--- src/rtl/cpb_pkg.sv ---
package cpb_pkg;

  localparam int MAX_VERTICES = 16;
  localparam int COORD_BITS   = 24;
  localparam int FIELD_W      = 24;
  localparam int AREA_W       = 56;

  localparam int CNT_W  = $clog2(MAX_VERTICES + 1);
  localparam int IDX_W  = $clog2(MAX_VERTICES);
  localparam int DIFF_W = COORD_BITS + 1;
  localparam int HALF_W = DIFF_W;
  localparam int NRM_W  = 2 * DIFF_W;
  localparam int OPND_W = DIFF_W + 1;
  localparam int MUL_W  = 2 * OPND_W;
  localparam int ACC_W  = 4 * HALF_W + 2;
  localparam int ROOT_W = ACC_W / 2;
  localparam int SUM_W  = COORD_BITS + CNT_W;
  localparam int ASUM_W = ROOT_W + CNT_W;
  localparam int STEP_W = $clog2(ROOT_W + 2);

  localparam logic [1:0] ST_OK        = 2'd0;
  localparam logic [1:0] ST_NO_NEG    = 2'd1;
  localparam logic [1:0] ST_MULTI_NEG = 2'd2;
  localparam logic [1:0] ST_FULL      = 2'd3;

  typedef logic signed [COORD_BITS-1:0] coord_t;
  typedef logic signed [DIFF_W-1:0]     diff_t;
  typedef logic signed [NRM_W-1:0]      nrm_t;
  typedef logic signed [SUM_W-1:0]      sum_t;
  typedef logic signed [ACC_W-1:0]      acc_t;

  typedef struct packed {
    coord_t x;
    coord_t y;
    coord_t z;
  } vertex_t;

  typedef enum logic [1:0] {
    CELL_HOLD   = 2'd0,
    CELL_ROTATE = 2'd1,
    CELL_INSERT = 2'd2
  } cell_op_e;

  typedef struct packed {
    cell_op_e           op;
    logic [CNT_W-1:0]   ins;
    logic [CNT_W-1:0]   cnt;
  } cell_ctrl_t;

  function automatic diff_t sub_c(coord_t l, coord_t r);
    return diff_t'(l) - diff_t'(r);
  endfunction

  function automatic logic [NRM_W-1:0] mag_n(nrm_t v);
    return v[NRM_W-1] ? NRM_W'(-v) : NRM_W'(v);
  endfunction

endpackage

--- src/rtl/cpb_div.sv ---
module cpb_div (
  input  logic                         clk_i,
  input  logic                         load_i,
  input  logic                         step_i,
  input  cpb_pkg::sum_t                sum_i,
  input  logic [cpb_pkg::CNT_W-1:0]    cnt_i,
  output cpb_pkg::coord_t              q_o
);
  import cpb_pkg::*;

  logic [SUM_W-1:0] num_q;
  logic [CNT_W-1:0] rem_q;
  logic             neg_q;
  logic [CNT_W:0]   rem_sh;
  logic             qbit;

  assign rem_sh = {rem_q, num_q[SUM_W-1]};
  assign qbit   = rem_sh >= {1'b0, cnt_i};

  always_ff @(posedge clk_i) begin
    if (load_i) begin
      // rounding bias, halves away from zero
      num_q <= (sum_i[SUM_W-1] ? SUM_W'(-sum_i) : SUM_W'(sum_i)) + SUM_W'(cnt_i >> 1);
      rem_q <= '0;
      neg_q <= sum_i[SUM_W-1];
    end else if (step_i) begin
      rem_q <= qbit ? CNT_W'(rem_sh - {1'b0, cnt_i}) : CNT_W'(rem_sh);
      num_q <= {num_q[SUM_W-2:0], qbit};
    end
  end

  assign q_o = coord_t'(neg_q ? -num_q : num_q);

endmodule

--- config.mk ---
export PLATFORM = sky130hd
export DESIGN_NAME = cpb_div
export DESIGN_NICKNAME = d
export VERILOG_FILES = /design/src/rtl/cpb_pkg.sv /design/src/rtl/cpb_div.sv
export SDC_FILE = /design/constraint.sdc
export NUM_CORES = 1
export LEC_CHECK = 0
export ABC_CLOCK_PERIOD_IN_PS = 3200
export BUFFER_PORTS_ARGS = -buffer_cell sky130_fd_sc_hd__buf_2
export CORE_MARGIN = 4
export CORE_UTILIZATION = 41
export DETAILED_ROUTE_END_ITERATION = 12
export PLACE_DENSITY = 0.66
export SYNTH_ARGS = -nofsm -noshare
export SYNTH_HDL_FRONTEND = slang
export SYNTH_SLANG_ARGS = --single-unit
--- constraint.sdc ---
create_clock -name clk_i -period 3.2 [get_ports clk_i]
set_input_delay 0.48 -clock clk_i [delete_from_list [all_inputs] [get_ports clk_i]]
set_output_delay 0.48 -clock clk_i [all_outputs]
set_load 0.02 [all_outputs]
# [Word-level counts from Yosys, hierarchy flattened]
# Cells that the tools add are included.
[word_totals] elab_cells=14 inputBits=37 regBits=35 out_inout_bits=24
[op_classes] muxes=5 magnitude_cmp=1 n_addsub=4 reduce_logical=1
[op_table] op="29-bit 2-to-1 mux" count=3
[op_table] op="29-bit by 4-bit adder with 29-bit output" count=1
[op_table] op="29-bit negator" count=1
[op_table] op="24-bit 2-to-1 mux" count=1
[op_table] op="24-bit negator" count=1
[op_table] op="6-bit by 5-bit greater-or-equal comparator with 1-bit output" count=1
[op_table] op="5-bit 2-to-1 mux" count=1
[op_table] op="5-bit subtractor" count=1
[op_table] op="2-bit nonzero test" count=1

# [Longest topological paths before layout]
[logic_depth] depth_word=4 mapped_depth=13 ltp_nobuf=12

# [Least setup slack after synthesis]
# No wires, ideal clock.
[synth_timing] path_type="input to register" from="in sum_i[28]" to="reg num_q[11] (data pin)" path_stages=13 slack_ns=-0.131 t_arrival_ns=3.071 path_buffers=3 path_cell_list="inv_1 -> clkbuf_1 -> clkbuf_1 -> nor2_1 -> xnor2_1 -> ha_1 -> a21o_1 -> a21oi_1 -> a211oi_1 -> and2_1 -> buf_4 -> xnor2_1 -> mux2_2"
[synth_between] elab_chain_cells=3
[synth_rtl] element="start: declaration" line_no="cpb_div.sv:5" rtl="input cpb_pkg::sum_t sum_i,"
[synth_rtl] element="29-bit 2-to-1 mux" line_no="cpb_div.sv:23" rtl="num_q <= (sum_i[SUM_W-1] ? SUM_W'(-sum_i) : SUM_W'(sum_i)) + SUM_W'(cnt_i >> 1);"
[synth_rtl] element="29-bit by 4-bit adder with 29-bit output" line_no="cpb_div.sv:23"
[synth_rtl] element="29-bit 2-to-1 mux" line_no="cpb_div.sv:21" rtl="if (load_i) begin"
[synth_rtl] element="end signal: assignment" line_no="cpb_div.sv:23"
[synth_rtl] element="end signal: assignment" line_no="cpb_div.sv:28" rtl="num_q <= {num_q[SUM_W-2:0], qbit};"
[synth_rtl] element="end: declaration" line_no="cpb_div.sv:11" rtl="logic [SUM_W-1:0] num_q;"
# Every way passes these cells.
# A chain may end at the register's enable or synchronous reset.

# [Worst setup path after layout]
[layout_timing] from="reg num_q[6]" to="out q_o[23]"
[layout_between] elab_chain_cells=2
[layout_rtl] element="24-bit negator" line_no="cpb_div.sv:32" rtl="assign q_o = coord_t'(neg_q ? -num_q : num_q);"
[layout_rtl] element="24-bit 2-to-1 mux" line_no="cpb_div.sv:32"
[layout_rtl] element="end: declaration" line_no="cpb_div.sv:7" rtl="output cpb_pkg::coord_t q_o"
# Every way passes these cells.

==> impl_metrics.ini <==
[run_status]
status = finished, final reports clean

[finish]
diodes = 0
finalNonFillerCells = 682
fillCellCount = 903
drive_gt1_share_pct = 30.4
syn_to_final_growth_pct = 22.6
utilization_pct = 52.0
design_area_um2 = 4820
fin_nets = 602

[power]
peakVddDrop_v = 0.000227
powerDensity_nw_per_um2 = 370
power.internal_w = 0.00113
power.share.combinational_pct = 41.7
leakage_nw = 1.87
p_sw_w = 0.000651
p_sw_share_pct = 36.5
clkPwrFrac_pct = 22.0
seqPwrFrac_pct = 36.2

[setup_path]
crit_type = flop to output pin
worstReg2RegStart = num_q[28]
crit_path_max_fanout = 4
arrival_ps = 2580
cp-start-kind = flop
startpoint = num_q[6]
critPathCaptureType = output pin
required_ps = 2720

[placed_design]
gp_congestion = 0.892
hpwl_um = 8450
dp_cells = 671
postPlaceCellArea_um2 = 4640
dpl_worst_slack_ps = -125
numPortBuffers = 60

[synthesis]
netlist_top_cells_count = xnor2_1, nand2_1, edfxtp_1
synth_edf_count = 30
yosysTopAreaCell = edfxtp_1
synth_area_per_cell_um2 = 8.55
synth_most_common_cell = xnor2_1
yosys.area.top_type_share_pct = 22.9
synth_area_um2 = 3940
synth.distinct_cells = 65
syn_nets = 510
ys_seq_area_share_pct = 25.4
synthCells = 460
synthFlopType = edfxtp_1
synth-seq-cells = 35
ys_async_sr_fraction_pct = 0
yosys_warnings = 0
yosys-top-cells-area = edfxtp_1, xnor2_1, xor2_1

[cts]
numCtsBuffers = 5
htree_num_levels = 2
cts_tree = built
clockRootBuffer = clkbuf_8
cts_hold_buf = 0
clockBufferDepth = 2
clock_latency_ps = 280
cts.sink_count = 35
cts.clk_slew.worst_paths_ps = 70

[grt]
grt_pass1_wl_um = 17800
track_usage_pct = 18.9
grt_max_degree = 32
grt_pass1_vias = 3679
overflow = 0
antenna_found_initial = 0

[sta]
fin_skew_ps = 5.53
rsz0062_at_grt = false
setup_viol = 0
worst_pin_slew_ps = 892
fin_ws_ps = 136
finalCritPeriodShare_pct = 95.7
slew_violations = 0
tns_ps = 0
hold_viol_final = 0
slew_headroom_pct = 40.1
fin_crit_ps = 3060
clock.fmax_mhz = 326

[routing]
wire_per_inst_um = 15.6
drcViolationCount = 0
finalWirelength_um = 10600
dr.pass1.iters = 4
vias = 3845
initialDrtViolationCount = 157
viasPerCell = 5.64
ant_nets = 0

[die]
ioPinCount = 61
die-area_um2 = 11200
die_w_um = 106
design.core.area_um2 = 9280
start_util_pct = 42.4
num_rows = 35
die_h_um = 106

[hold_path]
hp-class = flop to flop
worstHoldStart = rem_q[3]

[job]
drv_cap = 0
## state kept, by name, indices dropped and copies added (netlist names)
register and cells:
neg_q 1, num_q 29, rem_q 5
## layer usage
metal | GRT usage [%] | vias up | share of wire (%)
met5 | 0 | - | 0
met1 | 27.1 | 1782 | 49
met3 | 2.19 | 7 | 5.7
met2 | 30.3 | 114 | 44
li1 | - | 1942 | -
met4 | 5.00 | 0 | 1.1
## timing repair
action | CTS | global route
gates cloned | 0 | 0
resized for setup | 4 | 11
endpoints found under the hold margin | 0 | 0
buffers inserted | 0 | 3
endpoints found under the setup margin | 6 | 13
pin swaps | 0 | 1
## critical path: stages (launching register included)
cell,delay (ps)
edfxtp_1,440
or4_4,580
or4_1,550
o21ai_2,190
nand2_2,110
a21oi_2,130
xnor2_1,130
buf_2,180
## through the flow
step | total power (W) | hold WS, ps
final | 0.00178 | 512
after global routing | 0.00190 | 543
after CTS | 0.00177 | 514
after detailed placement | 0.00137 | 504
after global placement | 0.00135 | 500
after floorplan | 0.00113 | 479
## logic make-up (layout without fill, tap and decap cells)
group / count (synthesis) / in the layout / synth area share, %
multiplexers: 18 / 18 / 4.99
flip-flops: 35 / 35 / 25.4
buffers and inverters: 49 / 142 / 5.75
XOR/XNOR: 59 / 59 / 13.1
adder cells (fa/ha/maj): 13 / 13 / 4.52
AND/OR/NAND/NOR: 170 / 170 / 24.8
AO/OA/AOI/OAI: 116 / 116 / 21.4
## area by class of cell
class | count | area [um2] | area share, %
Clock buffer | 5 | 68.8 | 1.43
Clock inverter | 3 | 43.8 | 0.908
Inverter | 22 | 82.6 | 1.71
Multi-Input combinational cell | 376 | 2770 | 57.4
Sequential cell | 35 | 1000 | 20.7
Tap cell | 129 | 161 | 3.35
Timing Repair Buffer | 112 | 696 | 14.4
## worst paths after layout
path | to | cells after the start | slack (ps)
max | q_o[23] | 7 | 140
min reg2reg | rem_q[3] | 2 | 510
min | rem_q[3] | 2 | 510
max reg2reg | rem_q[1] | 10 | 670
## power groups by stage
stage	Combinational [W]	Sequential [W]	Clock (W)
6_report	0.000744	0.000646	0.000393
5_1_grt	0.000822	0.000657	0.000420
4_1_cts	0.000725	0.000643	0.000397
3_5_place_dp	0.000720	0.000653	0
3_3_place_gp	0.000706	0.000649	0
2_1_floorplan	0.000499	0.000629	0
## layout by cell type (no fill, tap or decap), types with 6 or more instances in the layout
master,count
buf_2,58
buf_4,54
xnor2_1,37
nand2_1,32
edfxtp_1,30
nor2_1,28
xor2_1,22
inv_1,21
o21ai_0,21
nor3_1,16
a21oi_1,15
mux2_2,13
or3_1,11
nor4_1,11
ha_1,11
nand4_1,10
o31ai_1,9
a31oi_1,9
o41ai_1,8
nand3_1,8
a211oi_1,7
or2_2,6
nor2b_1,6
o31ai_2,6
Power figures use the tool's default switching activity.
