[config.mk]
export PLATFORM = sky130hd
export DESIGN_NAME = cpb_cell
export DESIGN_NICKNAME = d
export VERILOG_FILES = /design/src/rtl/cpb_pkg.sv /design/src/rtl/cpb_cell.sv
export SDC_FILE = /design/constraint.sdc
export NUM_CORES = 1
export LEC_CHECK = 0
export BUFFER_PORTS_ARGS = -buffer_cell sky130_fd_sc_hd__buf_2
export CAP_MARGIN = 20
export CORE_AREA = 2 2 147 149
export DETAILED_ROUTE_END_ITERATION = 8
export DIE_AREA = 0 0 149 151
export HOLD_SLACK_MARGIN = 0.05
export PLACE_DENSITY = 0.61
export SLEW_MARGIN = 20
export SYNTH_ARGS = -nofsm -noshare
export SYNTH_HDL_FRONTEND = slang
export SYNTH_SLANG_ARGS = --single-unit
export TNS_END_PERCENT = 10
[constraint.sdc]
create_clock -name clk_i -period 15.5 [get_ports clk_i]
set_input_delay 2.325 -clock clk_i [delete_from_list [all_inputs] [get_ports clk_i]]
set_output_delay 2.325 -clock clk_i [all_outputs]
set_load 0.005 [all_outputs]
[src/rtl/cpb_pkg.sv]
package cpb_pkg;

  localparam int MAX_VERTICES = 16;
  localparam int COORD_BITS   = 24;
  localparam int FIELD_W      = 24;
  localparam int AREA_W       = 56;

  localparam int CNT_W  = $clog2(MAX_VERTICES + 1);
  localparam int IDX_W  = $clog2(MAX_VERTICES);
  localparam int DIFF_W = COORD_BITS + 1;
  localparam int HALF_W = DIFF_W;
  localparam int NRM_W  = 2 * DIFF_W;
  localparam int OPND_W = DIFF_W + 1;
  localparam int MUL_W  = 2 * OPND_W;
  localparam int ACC_W  = 4 * HALF_W + 2;
  localparam int ROOT_W = ACC_W / 2;
  localparam int SUM_W  = COORD_BITS + CNT_W;
  localparam int ASUM_W = ROOT_W + CNT_W;
  localparam int STEP_W = $clog2(ROOT_W + 2);

  localparam logic [1:0] ST_OK        = 2'd0;
  localparam logic [1:0] ST_NO_NEG    = 2'd1;
  localparam logic [1:0] ST_MULTI_NEG = 2'd2;
  localparam logic [1:0] ST_FULL      = 2'd3;

  typedef logic signed [COORD_BITS-1:0] coord_t;
  typedef logic signed [DIFF_W-1:0]     diff_t;
  typedef logic signed [NRM_W-1:0]      nrm_t;
  typedef logic signed [SUM_W-1:0]      sum_t;
  typedef logic signed [ACC_W-1:0]      acc_t;

  typedef struct packed {
    coord_t x;
    coord_t y;
    coord_t z;
  } vertex_t;

  typedef enum logic [1:0] {
    CELL_HOLD   = 2'd0,
    CELL_ROTATE = 2'd1,
    CELL_INSERT = 2'd2
  } cell_op_e;

  typedef struct packed {
    cell_op_e           op;
    logic [CNT_W-1:0]   ins;
    logic [CNT_W-1:0]   cnt;
  } cell_ctrl_t;

  function automatic diff_t sub_c(coord_t l, coord_t r);
    return diff_t'(l) - diff_t'(r);
  endfunction

  function automatic logic [NRM_W-1:0] mag_n(nrm_t v);
    return v[NRM_W-1] ? NRM_W'(-v) : NRM_W'(v);
  endfunction

endpackage

[src/rtl/cpb_cell.sv]
module cpb_cell (
  input  logic                        clk_i,
  input  cpb_pkg::cell_ctrl_t         ctrl_i,
  input  logic [cpb_pkg::IDX_W-1:0]   idx_i,
  input  cpb_pkg::vertex_t            p_i,
  input  cpb_pkg::vertex_t            prev_i,
  input  cpb_pkg::vertex_t            next_i,
  input  cpb_pkg::vertex_t            head_i,
  output cpb_pkg::vertex_t            v_o,
  output logic                        match_o
);
  import cpb_pkg::*;

  vertex_t          v_q;
  logic [CNT_W-1:0] idx;
  logic             last;

  assign idx  = CNT_W'(idx_i);
  assign last = (idx == ctrl_i.cnt - CNT_W'(1));

  always_ff @(posedge clk_i) begin
    case (ctrl_i.op)
      CELL_HOLD: ;
      // ring closes at the last occupied cell
      CELL_ROTATE: v_q <= last ? head_i : next_i;
      CELL_INSERT: begin
        if (idx > ctrl_i.ins) begin
          v_q <= prev_i;
        end else if (idx == ctrl_i.ins) begin
          v_q <= p_i;
        end
      end
      default: ;
    endcase
  end

  assign match_o = (idx < ctrl_i.cnt) && (v_q == p_i);
  assign v_o     = v_q;

endmodule

After elaboration in Yosys (flattened, before gate mapping):

Cells that the tools add are included.

* flip-flop bits (word level): 72
* bits of input ports: 305
* output and inout port bits: 73
* logic and storage cells: 19

* $add $sub $neg: 1
* magnitude comparators: 2
* equal/unequal tests: 6
* muxes and demuxes: 4
* reductions and logical operators: 3

Operator list (number)
* 2-to-1 mux 72 bit: 3
* one-hot mux 72 bit (2 select lines): 1
* equality test 72 bit: 1
* equality test 4 x 5 -> 1 bit: 2
* > comparator 4 x 5 -> 1 bit: 1
* less-than comparator 4 x 5 -> 1 bit: 1
* subtractor 5 x 1 -> 5 bit (second input constant): 1
* != test 3 bit (second input constant): 1
* equality test 2 x 1 -> 1 bit (second input constant): 1
* equality test 2 bit (second input constant): 1
* AND reduction 2 bit: 1
* nonzero test 2 bit: 1
* logical AND 1 bit: 1

Longest topological paths before layout:

* depth in word-level cells: 4
* depth in mapped cells: 9
* depth with buffers taken out: 7

Worst setup path after synthesis:

No wires, ideal clock.

* path kind: input port to flip-flop
* start point: input port ctrl_i[11] (netlist bit)
* end point: register v_q (netlist bit v_o[0]) (enable)
* setup time: 609 ps
* arrival: 8380 ps
* data required time: 14891 ps
* path slack: 6511 ps
* stages on the path: 4
* buffers on the path: 2
* cell sequence: or2b_2 > buf_2 > buf_1 > o31ai_1

* longest elaborated chain between the ends: 3
* elaborated cells on any way between the ends: 5
* those cells by class: eq/ne: 3; reduce/logical: 2

RTL lines
* start: declaration: line cpb_cell.sv:3 `input cpb_pkg::cell_ctrl_t ctrl_i,`
* equality test 2 bit or equality test 2 x 1 -> 1 bit (tied branches): line cpb_cell.sv:22 `case (ctrl_i.op)`
* != test 3 bit (no source line) or nonzero test 2 bit (tied branches)
* AND reduction 2 bit (no source line) (*)
* end signal: assignment: line cpb_cell.sv:25 `CELL_ROTATE: v_q <= last ? head_i : next_i;`
* end signal: assignment: line cpb_cell.sv:28 `v_q <= prev_i;`
* end signal: assignment: line cpb_cell.sv:30 `v_q <= p_i;`
* end: declaration: line cpb_cell.sv:14 `vertex_t v_q;`

Every way passes the cells marked *; elsewhere a longest branch is shown, timed or not.
A chain may end at the register's enable or synchronous reset.

Worst setup path after layout:

* start point: input port p_i[18] (netlist bit)
* end point: output port match_o

* longest elaborated chain between the ends: 2

RTL lines
* start: declaration: line cpb_cell.sv:5 `input cpb_pkg::vertex_t p_i,`
* equality test 72 bit: line cpb_cell.sv:37 `assign match_o = (idx < ctrl_i.cnt) && (v_q == p_i);`
* logical AND 1 bit: line cpb_cell.sv:37
* end: declaration: line cpb_cell.sv:10 `output logic match_o`

Every way passes these cells.

==> impl_metrics.env <==
export IMPL_status="complete, no violations"
export IMPL_synth_distinct_cells=37
export IMPL_synthCells=543
export IMPL_leakagePower_nw=3.79
export IMPL_clkPwrFrac_pct=32.4
export IMPL_drc=0
export IMPL_via_per_inst=4.85
export IMPL_finalSetupViolCount=0
export IMPL_maxSlewViolCount=0
export IMPL_yosysTopAreaCellShare_pct=37.8
export IMPL_die_x_um=149
export IMPL_synth_edf_count=72
export IMPL_cts_path_max_buffers=2
export IMPL_grt_pass1_vias=5704
export IMPL_grt_max_degree=76
export IMPL_crit_path_start_kind="primary input"
export IMPL_hpwl_um=18000
export IMPL_ys_seq_elements=72
export IMPL_crit_top_cell="buf_2"
export IMPL_fp_dieH_um=151
export IMPL_cts_sinks=72
export IMPL_grt_overflow=0
export IMPL_firstDrtPassIters=5
export IMPL_timing_fmax_mhz=156
export IMPL_peakVddDrop_mv=0.0462
export IMPL_setup_tns_ns=0
export IMPL_vias=5694
export IMPL_seqCellArea_um2=2160
export IMPL_crit_path_max_fanout=2
export IMPL_cts_tree="done"
export IMPL_yosysWarnings=0
export IMPL_synthTopCellsByArea="edfxtp_1 38%, mux2i_1 13%, xnor2_1 10%"
export IMPL_htree_levels=3
export IMPL_internal_power_uw=465
export IMPL_crit_buf_inv=2
export IMPL_synth_commonest_cells="146 x nor2_1, 72 x edfxtp_1, 72 x mux2i_1"
export IMPL_rsz0062_at_grt="no"
export IMPL_area_delta_synth_final_pct=39.3
export IMPL_io_pins=378
export IMPL_routed_wl_um=23200
export IMPL_ys_seq_area_share_pct=37.8
export IMPL_start_util_pct=27.4
export IMPL_worstPathRequired_ns=13.18
export IMPL_cts_root_buf="clkbuf_16"
export IMPL_crit_arrival_ns=4.09
export IMPL_critical_path_max_stage_delay_ns=0.44
export IMPL_path_delay_family="simple AND/OR/NAND/NOR gates"
export IMPL_grt_pass1_wl_um=33200
export IMPL_antenna_found_initial=2
export IMPL_path_clk_slew_ns=0.07
export IMPL_nFillCells=2144
export IMPL_drive_gt1_share_pct=47.8
export IMPL_p_sw_share_pct=30.4
export IMPL_die_area_um2=22500
export IMPL_yosysTopAreaCell="edfxtp_1"
export IMPL_core_um2=20800
export IMPL_comb_power_share_pct=28.9
export IMPL_post_cts_buffers=0
export IMPL_worst_path_max_delay_cell="nor4_1"
export IMPL_worst_pin_slew_ns=1.03
export IMPL_floorplan_rows=53
export IMPL_synth_most_common_cell="nor2_1"
export IMPL_synth_flop_cell="edfxtp_1"
export IMPL_path_class="in2out"
export IMPL_drt_initial_drc_count=242
export IMPL_cts_buffers=9
export IMPL_synth_fp_nets=857
export IMPL_hp_class="in2reg"
export IMPL_hold_violations=0
export IMPL_final_net_count=1209
export IMPL_synthArstFlopShare_pct=0
export IMPL_avgSynthCellArea_um2=10.5
export IMPL_pwr_density_cell_nw_per_um2=83.8
export IMPL_ant_nets=0
export IMPL_cts_hold_buffers=0
export IMPL_seqPwrFrac_pct=38.7
export IMPL_largest_reg_flops=72
export IMPL_power_uw=667
export IMPL_cp_end_kind="primary output"
export IMPL_slew_headroom_pct=31.2
export IMPL_grt_util_all_layers_pct=19.7
export IMPL_maxCapViolCount=0
export IMPL_n_antenna_cell=0
export IMPL_min_period_ns=6.41
export IMPL_multi_input_area_um2=3220
export IMPL_p_switching_uw=203
export IMPL_port_buffers=377
export IMPL_ctsResizeCount=0
export IMPL_period_share_pct=41.4
export IMPL_routedWlPerCell_um=19.7
export IMPL_place_gp_congestion=0.827
export IMPL_netlist_area_um2=5710
export IMPL_path_cells="buf_2 -> xnor2_1 -> nand4_1 -> nor4_1 -> nand3_1 -> nor3_1 -> buf_2"
area by class of cell:
| class | count | share of cell area [%] |
|---|---|---|
| well taps | 275 | 4.32 |
| clock inverters | 7 | 0.880 |
| multi-input cells | 423 | 40.4 |
| repair buffers | 380 | 24.0 |
| clock buffers | 9 | 2.83 |
| flip-flops and latches | 72 | 27.2 |
| inverters | 9 | 0.424 |
path summary, 6_finish.rpt:
kind / start / end / slack (ns) / cells past startpoint
hold / removal: head_i[13] / v_o[13] / 2.31 / 2
setup / recovery: p_i[18] / match_o / 9.09 / 7
cells by family after synthesis:
family / share of synthesized area, %
simple gates: 13.9
compound gates: 15.6
xor+xnor: 11.6
mux: 12.6
flops: 37.8
buf+inv: 6.42
fa+ha+maj: 1.97
power groups by stage:
stage          sequential [mW]  combinational (mW)  clock [mW]
3_3_place_gp             0.261               0.194           0
5_1_grt                  0.261               0.210       0.228
6_report                 0.258               0.193       0.216
2_1_floorplan            0.265              0.0978           0
4_1_cts                  0.259               0.196       0.221
3_5_place_dp             0.262               0.196           0
stage by stage:
stage / hold slack [ns] / cells / setup slack, ns / utilization [%] / cell area [um^2]
2_1_floorplan: 2.58 / 543 / 6.51 / - / 5710
3_3_place_gp: 2.66 / 1159 / 9.03 / 36.8 / 7670
3_5_place_dp: 2.67 / 1159 / 8.98 / 36.8 / 7670
4_1_cts: 2.30 / 1175 / 8.98 / 38.2 / 7960
5_1_grt: 2.31 / 1175 / 8.94 / 38.2 / 7960
6_report: 2.31 / 1175 / 9.09 / 38.2 / 7960
cell usage in the layout, fill, tap and decap left out, types with 2 or more instances in the layout:
cell and n:
a21oi_1 3, buf_2 377, buf_4 3, clkbuf_16 9, clkinvlp_4 3, edfxtp_1 72
ha_1 9, inv_1 9, mux2i_1 72, nand2b_1 3, nand3_1 2, nand4_1 16
nor2_1 146, nor3_1 2, nor4_1 6, o221a_1 43, o221a_2 29, xnor2_1 67
xor2_1 9
per-layer routing:
layer	vias up	GRT usage, %	wire length, um
li1	2741	-	-
met1	2667	24.1	9680
met2	256	35.1	11400
met3	26	4.34	1680
met4	4	5.29	331
met5	-	0	24
No activity file was read; power rests on OpenSTA's default activity.
