`config.mk`:
```
export PLATFORM = sky130hd
export DESIGN_NAME = cpb_sqrt
export DESIGN_NICKNAME = d
export VERILOG_FILES = /design/src/rtl/cpb_pkg.sv /design/src/rtl/cpb_sqrt.sv
export SDC_FILE = /design/constraint.sdc
export NUM_CORES = 1
export LEC_CHECK = 0
export CAP_MARGIN = 20
export CORE_MARGIN = 1
export CORE_UTILIZATION = 50
export CTS_BUF_LIST = sky130_fd_sc_hd__clkbuf_2 sky130_fd_sc_hd__clkbuf_4 sky130_fd_sc_hd__clkbuf_8
export DETAILED_ROUTE_END_ITERATION = 16
export DONT_BUFFER_PORTS = 1
export PLACE_DENSITY_LB_ADDON = 0.08
export SYNTH_ARGS = -nofsm -noshare
export SYNTH_HDL_FRONTEND = slang
export SYNTH_SLANG_ARGS = --single-unit
```
`constraint.sdc`:
```
create_clock -name clk_i -period 3.6 [get_ports clk_i]
set_input_delay 0 -clock clk_i [delete_from_list [all_inputs] [get_ports clk_i]]
set_output_delay 0 -clock clk_i [all_outputs]
set_load 0.03 [all_outputs]
```
`src/rtl/cpb_pkg.sv`:
```
package cpb_pkg;

  localparam int MAX_VERTICES = 16;
  localparam int COORD_BITS   = 24;
  localparam int FIELD_W      = 24;
  localparam int AREA_W       = 56;

  localparam int CNT_W  = $clog2(MAX_VERTICES + 1);
  localparam int IDX_W  = $clog2(MAX_VERTICES);
  localparam int DIFF_W = COORD_BITS + 1;
  localparam int HALF_W = DIFF_W;
  localparam int NRM_W  = 2 * DIFF_W;
  localparam int OPND_W = DIFF_W + 1;
  localparam int MUL_W  = 2 * OPND_W;
  localparam int ACC_W  = 4 * HALF_W + 2;
  localparam int ROOT_W = ACC_W / 2;
  localparam int SUM_W  = COORD_BITS + CNT_W;
  localparam int ASUM_W = ROOT_W + CNT_W;
  localparam int STEP_W = $clog2(ROOT_W + 2);

  localparam logic [1:0] ST_OK        = 2'd0;
  localparam logic [1:0] ST_NO_NEG    = 2'd1;
  localparam logic [1:0] ST_MULTI_NEG = 2'd2;
  localparam logic [1:0] ST_FULL      = 2'd3;

  typedef logic signed [COORD_BITS-1:0] coord_t;
  typedef logic signed [DIFF_W-1:0]     diff_t;
  typedef logic signed [NRM_W-1:0]      nrm_t;
  typedef logic signed [SUM_W-1:0]      sum_t;
  typedef logic signed [ACC_W-1:0]      acc_t;

  typedef struct packed {
    coord_t x;
    coord_t y;
    coord_t z;
  } vertex_t;

  typedef enum logic [1:0] {
    CELL_HOLD   = 2'd0,
    CELL_ROTATE = 2'd1,
    CELL_INSERT = 2'd2
  } cell_op_e;

  typedef struct packed {
    cell_op_e           op;
    logic [CNT_W-1:0]   ins;
    logic [CNT_W-1:0]   cnt;
  } cell_ctrl_t;

  function automatic diff_t sub_c(coord_t l, coord_t r);
    return diff_t'(l) - diff_t'(r);
  endfunction

  function automatic logic [NRM_W-1:0] mag_n(nrm_t v);
    return v[NRM_W-1] ? NRM_W'(-v) : NRM_W'(v);
  endfunction

endpackage

```
`src/rtl/cpb_sqrt.sv`:
```
module cpb_sqrt (
  input  logic                         clk_i,
  input  logic                         load_i,
  input  logic                         step_i,
  input  logic [cpb_pkg::ACC_W-1:0]    rad_i,
  output logic [cpb_pkg::ROOT_W-1:0]   root_o
);
  import cpb_pkg::*;

  logic [ACC_W-1:0]  rad_q;
  logic [ROOT_W+1:0] rem_q;
  logic [ROOT_W-1:0] root_q;
  logic [ROOT_W+1:0] rem_sh;
  logic [ROOT_W+1:0] trial;
  logic              fits;

  assign rem_sh = {rem_q[ROOT_W-1:0], rad_q[ACC_W-1 -: 2]};
  assign trial  = {root_q, 2'b01};
  assign fits   = rem_sh >= trial;

  // one root bit per step, radicand consumed two bits at a time
  always_ff @(posedge clk_i) begin
    if (load_i) begin
      rad_q  <= rad_i;
      rem_q  <= '0;
      root_q <= '0;
    end else if (step_i) begin
      rad_q  <= rad_q << 2;
      rem_q  <= fits ? rem_sh - trial : rem_sh;
      root_q <= {root_q[ROOT_W-2:0], fits};
    end
  end

  assign root_o = root_q;

endmodule

```
Word level (Yosys, flattened, before mapping)
Index checks and enable logic that the tools add are counted.
{"block": "totals", "reg_bits": 204, "inputBits": 105, "out_inout_bits": 51, "word_cells": 9}
{"block": "op_classes", "add_sub_neg": 1, "order_cmp": 1, "muxes": 3, "reduce_logical": 1}
{"operator": "102-bit two-way mux", "n": 2}
{"operator": "53-bit >= comparator", "n": 1}
{"operator": "51-bit two-way mux", "n": 1}
{"operator": "51-bit subtractor", "n": 1}
{"operator": "2-bit nonzero test", "n": 1}

Longest topological paths before layout
Gate-level depths: netlist (run 1).
{"block": "depth", "depth_word": 2, "mapped_depth": 14, "depth_no_buf": 11}

Least setup slack after synthesis (run 1)
Ideal clock, no wire load.
{"block": "synth_path", "path_type": "flip-flop to flip-flop", "startpoint": "register root_q[26], in the netlist root_o[26]", "endpoint": "register rem_q[39]", "setup_ps": 120, "arrival_ps": 2967, "required_time_ps": 3480, "path_slack_ps": 514, "stages_incl_launch_ff": 14, "n_path_buf": 2, "synth_period_minus_slack_ps": 3086, "cell_sequence": "dfxtp_1 > inv_1 > ha_1 > buf_4 > a21oi_1 > o21ai_0 > a221oi_1 > o211ai_1 > a21oi_1 > a211o_4 > nand2_4 > buf_12 > and3_1 > o31a_1"}
{"block": "synth_between", "elab_chain_cells": 2, "elab_cells_between_ends": 3, "cone_classes": "1 x add/sub; 1 x order compare; 1 x mux"}
{"element": "start, declared", "line": "cpb_sqrt.sv:12", "source": "logic [ROOT_W-1:0] root_q;"}
{"element": "start signal, assigned", "line": "cpb_sqrt.sv:30", "source": "root_q <= {root_q[ROOT_W-2:0], fits};"}
{"element": "51-bit subtractor / 53-bit >= comparator (equally long branches)", "line": "cpb_sqrt.sv:29, cpb_sqrt.sv:19"}
{"element": "51-bit two-way mux (*)", "line": "cpb_sqrt.sv:29", "source": "rem_q <= fits ? rem_sh - trial : rem_sh;"}
{"element": "end signal, assigned", "line": "cpb_sqrt.sv:29"}
{"element": "end, declared", "line": "cpb_sqrt.sv:11", "source": "logic [ROOT_W+1:0] rem_q;"}
Every way passes the cells marked *; elsewhere a longest branch is shown, timed or not.
A chain may end at the register's enable or synchronous reset.

Worst setup path after layout (run 1)
{"block": "layout_path", "startpoint": "register root_q[4], in the netlist root_o[4]", "endpoint": "register rem_q[43]"}
Same word-level chain as after synthesis.

==> out/metrics.cfg, run 1 <==
[sta]
finClkSkew_ns=0.0204
relSlewSlack=0.398
period_minus_slack_ns=3.45
final_max_slew_viol_count=0
fmax_ghz=0.290
fin_crit_sh=0.958
hold_viol_final=5
fin_setup_tns_ns=0
holdWs_ns=-0.0408
setup_viol=0
tightest_slew_ns=0.904
fin_ws_ns=0.152
rsz0062_at_grt=true

[clock_tree]
cts.sinks=204
insertion_delay_ns=0.54
clk_pin_slew_ns=0.07
h-tree-depth=2
cts_tree=done
root_buffer=clkbuf_8
clock_path_buffers=3
cts_buffers=38

[power]
ir_drop_mv=0.473
powerDensity_mw_per_mm2=789
p_seq_frac=0.264
switching_power_mw=4.85
p_comb_frac=0.524
p_int_mw=6.66
p_sw_frac=0.422
p_clk_frac=0.213
p_leak_nw=5.94

[flow_run]
cap_violations=0

[detailed_routing]
routed_via_density=5.56
wl_met1_mm=13.3
antenna_left=0
wl_per_cell_um=17.4
wl_met3_mm=2.00
routed_wl_mm=29.8
dr_total_vias=9528
wl_met2_mm=13.9
remaining_drc_errors=0
top_layer_used=met4
drt_iter0_drc=426
firstDrtPassIters=7

[critical_path]
arrival_ns=3.87
crit_top_cell=o31ai_4
crit_family=compound AO/OA/AOI/OAI gates
path_buf_inv=2
start_kind=register
r2r_end=rem_q[43]
path_max_fanout=12
slowest_stage=dlygate4sd3_1
slowest_delay_ns=0.55
reg2reg_depth=12
crit_type=reg -> reg
cp-startpoint=root_o[4]
reg2reg_from=root_o[4]
crit_chain=inv_1, ha_1, nand4_1, a22oi_2, o31ai_4, o31ai_4, nand4_4, a211o_4, nand2_4, a2bb2oi_1, a21oi_1, dlygate4sd3_1
r2r_slack_ns=0.15
worstPathRequired_ns=4.02
cp-end-kind=register

[layout]
syn_to_final_growth_pct=24.4
layout_common_cells=135 x dlygate4sd3_1, 130 x nor2_1, 127 x nand2_1
drive_above_1_share=0.186
nNetsFinal=1531
fillers=1890
seqCellArea_mm2=0.00510
multi_input_area_mm2=0.00604
layout.cells.most_common=dlygate4sd3_1
diodes=0

[synthesis]
synthCells=1193
ys_top_cells_by_area=edfxtp_1 26%, dfxtp_1 17%, mux2_2 9.7%, ha_1 5.7%, mux2i_1 4.6%
synth_seq_cells=204
synth_cell_types=71
synth_largest_area_cell=edfxtp_1
synth.top_cell.area_share=0.261
synth-edff-count=102
seq_area_frac_synth=0.436
synthFlopType=edfxtp_1
avgSynthCellArea_um2=9.82
syn_nets=1351
netlist_area_mm2=0.0117
ys_warn_count=0
ys_async_sr_fraction=0

[placed_design]
port_buffers=0
hpwl_mm=18.2
gp_congestion=0.890
dp_slack_ns=0.145

[floorplanning]
dieWidth_um=155
pin_count=156
start_util=0.514
fp.dieArea_mm2=0.0240
die_height_um=155
coreArea_mm2=0.0228
rows=55

[global_route]
antenna_found_initial=0
grt.total_usage=0.250
grt_start_max_net_pins=172
overflow=0
grt_first_pass_wirelength_mm=48.4
grt_pass1_vias=9741

[hold_path]
min_path_cells=2
min_from=load_i
min_to=root_o[50]
worstHoldPathType=in -> reg

[outcome]
violations=hold timing
outcome=finished, violations left

registers in the layout, summed over array words and instances, names as in the netlist:
signal and count:
rem_q 51, rad_q 102, root_o 51
how the worst max path moves through the flow:
stage | slack (ns) | end | depth (start not counted)
finish | 0.15 | rem_q[43] | 12
CTS | 0.13 | rem_q[43] | 13
detailed placement | 0.14 | rem_q[17] | 12
global route | -0.01 | rem_q[48] | 12
global placement | 0.23 | rem_q[12] | 12
floorplan | 0.51 | rem_q[39] | 13
stage by stage:
stage | cell area, um2 | total power [mW] | utilization | instances | hold WS (ns)
6_report | 14600 | 11.5 | 0.640 | 1715 | -0.0408
2_1_floorplan | 11700 | 7.62 | - | 1193 | 0.204
3_5_place_dp | 12300 | 8.75 | 0.539 | 1505 | 0.0891
5_1_grt | 14600 | 12.3 | 0.640 | 1715 | 0.0410
4_1_cts | 14500 | 11.4 | 0.637 | 1711 | 0.0178
3_3_place_gp | 12300 | 8.73 | 0.539 | 1505 | 0.0874
power groups by stage:
stage	combinational, mW	sequential, mW	clock, mW
finish	6.02	3.03	2.45
global route	6.65	3.07	2.60
CTS	5.88	3.03	2.49
detailed placement	5.68	3.06	0
global placement	5.66	3.07	0
floorplan	4.61	3.01	0
cell families after synthesis:
family / synth area share
AND/OR/NAND/NOR: 0.136
AO/OA/AOI/OAI: 0.151
flip-flops: 0.436
multiplexers: 0.143
buffers and inverters: 0.0517
adder cells (fa/ha/maj): 0.0566
XOR/XNOR: 0.0254
synthesized netlist by cell type, types with 4 or more instances:
master	number
o211ai_1	9
and3_1	7
buf_8	4
mux2_2	101
buf_2	5
dfxtp_1	102
o21bai_1	11
nand2_1	127
inv_1	70
a211oi_1	9
o21ai_0	39
xnor2_1	22
nor2_1	130
nand2b_1	7
a31oi_1	8
a21o_1	24
or3_1	8
nor2b_1	4
a311oi_1	31
a21oi_1	74
nand3_1	19
edfxtp_1	102
nand4_1	20
a2bb2oi_1	4
buf_4	4
ha_1	53
nor3_1	13
nor4_1	5
a311oi_2	7
clkbuf_1	47
buf_1	4
xor2_1	12
mux2i_1	54
worst register-to-register path, stage by stage (launching register included):
cell	delay [ns]
dfxtp_1	0.32
inv_1	0.06
ha_1	0.37
nand4_1	0.18
a22oi_2	0.27
o31ai_4	0.12
o31ai_4	0.39
nand4_4	0.20
a211o_4	0.42
nand2_4	0.18
a2bb2oi_1	0.19
a21oi_1	0.08
dlygate4sd3_1	0.55
final cells by class:
type                    count  share of cell area
repair buffers            207               0.133
flip-flops and latches    204               0.350
multi-input cells         852               0.414
clock inverters            13             0.00884
well taps                 313              0.0269
inverters                  70              0.0180
clock buffers              56              0.0482
what timing repair did:
item	4_1_cts	5_1_grt
setup endpoints to repair	0	39
hold buffers	137	0
resized for setup	0	6
endpoints found under the hold margin	204	0
setup buffers	0	4
metal layers:
metal / vias to the layer above / global-route usage
met5: - / 0
li1: 4695 / -
met1: 4523 / 0.323
met3: 47 / 0.0568
met2: 263 / 0.419
met4: 0 / 0.0693
Note: power is estimated with default switching activity, not from simulation.
==> inputs of run 2 (changes only) <==
--- a/config.mk
+++ b/config.mk
@@ -5,7 +5,7 @@
 export SDC_FILE = /design/constraint.sdc
 export NUM_CORES = 1
 export LEC_CHECK = 0
-export CAP_MARGIN = 20
+export CAP_MARGIN = 10
 export CORE_MARGIN = 1
 export CORE_UTILIZATION = 50
 export CTS_BUF_LIST = sky130_fd_sc_hd__clkbuf_2 sky130_fd_sc_hd__clkbuf_4 sky130_fd_sc_hd__clkbuf_8
==> constraint.sdc (replaced) <==
create_clock -name clk_i -period 3.6 [get_ports clk_i]
set_input_delay 0.36 -clock clk_i [delete_from_list [all_inputs] [get_ports clk_i]]
set_output_delay 0.36 -clock clk_i [all_outputs]
set_load 0.03 [all_outputs]
==> run 2 against run 1 <==
Combinational power shrank 3%; highest routed layer unchanged; maximum frequency up 4.5%; largest power group unchanged; critical endpoint is now rem_q[31]; wire length down 6.1%; sequential cell count unchanged; non-clock buffer count shrank 136; largest cell class unchanged; final cell count fell by 8.0%; critical path type unchanged; the flow now finishes without violations; sequential power is essentially flat.
==> out/metrics.cfg, run 2 (synthesis results as in run 1) <==
[outcome]
outcome=finished clean

[power]
p_seq_frac=0.273  ; +0.009
p_sw_frac=0.428  ; +0.00606
switching_power_mw=4.73  ; -2.4%
p_int_mw=6.34  ; -4.8%
p_clk_frac=0.199  ; -0.014
total_power_mw=11.1  ; -3.7%
powerDensity_mw_per_mm2=845  ; +7.0%
p_comb_frac=0.528  ; +0.004
ir_drop_mv=0.458  ; -3.2%
p_leak_nw=5.25  ; -12%

[clock_tree]
cts_setup_buffers=0  ; unchanged
cts.sinks=204  ; unchanged
root_buffer=clkbuf_8
insertion_delay_ns=0.54  ; about the same
clock_path_buffers=3  ; unchanged
h-tree-depth=2  ; unchanged
cts_tree=done
cts_buffers=36  ; -5.3%
clk_pin_slew_ns=0.06  ; about the same

[floorplanning]
pin_count=156  ; unchanged
fp.dieArea_mm2=0.0240  ; unchanged
coreArea_mm2=0.0228  ; unchanged
start_util=0.514  ; unchanged
rows=55  ; unchanged
die_height_um=155  ; unchanged
dieWidth_um=155  ; unchanged

[global_route]
overflow=0  ; unchanged
grt_pass1_vias=8724  ; -10%
grt_start_max_net_pins=106  ; -38%
grt.total_usage=0.232  ; -0.0175
antenna_found_initial=2  ; +2
grt_first_pass_wirelength_mm=44.6  ; -7.8%

[critical_path]
arrival_ns=3.74  ; -0.13 ns
cp-end-kind=register
reg2reg_depth=12  ; unchanged
crit_type=reg -> reg
r2r_slack_ns=0.30  ; +0.15 ns
path_max_fanout=20  ; +8
worstPathRequired_ns=4.04  ; +0.02 ns
start_kind=register
reg2reg_from=root_o[4]
r2r_end=rem_q[31]

[hold_path]
min_to=rem_q[29]
worstHoldPathType=in -> reg
min_path_cells=2  ; unchanged
min_from=step_i

[sta]
final_max_slew_viol_count=0  ; unchanged
rsz0062_at_grt=false
fin_crit_sh=0.916  ; -0.0416
fin_setup_tns_ns=0  ; unchanged
period_minus_slack_ns=3.30  ; -0.150 ns
fmax_ghz=0.303  ; +4.5%
setup_viol=0  ; unchanged
finClkSkew_ns=0.0240  ; +0.00365 ns
relSlewSlack=0.246  ; -0.151
holdWs_ns=0.0171  ; +0.0579 ns
hold_viol_final=0  ; -5
tightest_slew_ns=1.13  ; +0.223 ns

[detailed_routing]
wl_per_cell_um=17.7  ; +2.1%
antenna_left=0  ; unchanged
firstDrtPassIters=7  ; unchanged
routed_via_density=5.69  ; +2.5%
remaining_drc_errors=0  ; unchanged
routed_wl_mm=28.0  ; -6.1%
dr_total_vias=8976  ; -5.8%
drt_iter0_drc=438  ; +2.8%

[placed_design]
hpwl_mm=18.3  ; +0.45%
dp.cells=1504  ; -0.066%
gp_congestion=0.896  ; +0.66%
port_buffers=0  ; unchanged

[layout]
largest_register_ff_count=102  ; unchanged
utilization=0.576  ; -0.0641
nNetsFinal=1393  ; -9.0%
fin_cells=1577  ; -8.0%
regMostFlops=rad_q
layout_common_cells=130 x nor2_1, 127 x nand2_1, 102 x edfxtp_1, 102 x dfxtp_1, 101 x mux2_2
drive_above_1_share=0.198  ; +0.0118
syn_to_final_growth_pct=11.9
layout.cells.most_common=nor2_1

[flow_run]
cap_violations=0  ; unchanged

-- run 2: final cells by class --
class | count | area, um2
fillers | 2006 | 9670
multi-input cells | 852 | 6010
flip-flops and latches | 204 | 5100
clock buffers | 56 | 683
repair buffers | 71 | 596
well taps | 313 | 392
inverters | 70 | 263
clock inverters | 10 | 61.3
diodes | 1 | 2.50
-- run 2: critical path, cell delays in order (launching register included) --
cell and delay [ns]:
dfxtp_1 0.33, inv_1 0.05, ha_1 0.37, nand4_1 0.19, a22oi_2 0.26, o31ai_2 0.13
o31ai_4 0.32, nand4_4 0.20, a211o_4 0.47, nand2_4 0.19, buf_4 0.30, nand3_1 0.13
a311oi_2 0.24
-- run 2: per-layer routing --
metal | vias up | routed length (um) | global-route usage
met4 | 0 | 582 | 0.0811
li1 | 4418 | - | -
met5 | - | 0 | 0
met2 | 260 | 12000 | 0.349
met1 | 4254 | 12900 | 0.310
met3 | 44 | 2410 | 0.0802
-- run 2: per-stage QoR --
step	setup WS, ns	area, um2
after global placement	0.215	12300
after CTS	0.172	13100
final	0.301	13100
after floorplan	0.514	11700
after detailed placement	0.220	12300
after global routing	0.108	13100
-- run 2: worst max-delay path by stage --
stage	start	to	cells past startpoint
finish	root_o[4]	rem_q[31]	12
global route	root_o[15]	rem_q[46]	11
CTS	root_o[12]	rem_q[34]	12
detailed placement	root_o[12]	rem_q[34]	12
global placement	root_o[12]	rem_q[12]	12
floorplan	root_o[26]	rem_q[39]	13
-- run 2: power groups by stage --
stage / Clock, mW / Combinational (mW) / Sequential (mW)
floorplan: 0 / 4.61 / 3.01
global placement: 0 / 5.69 / 3.07
detailed placement: 0 / 5.70 / 3.07
CTS: 2.26 / 5.78 / 3.03
global route: 2.36 / 6.43 / 3.07
finish: 2.20 / 5.85 / 3.03
-- run 2: repair_timing --
item,in CTS,in global routing
hold buffers,6,0
setup endpoints to repair,0,8
endpoints found under the hold margin,100,0
gates resized for setup,0,1
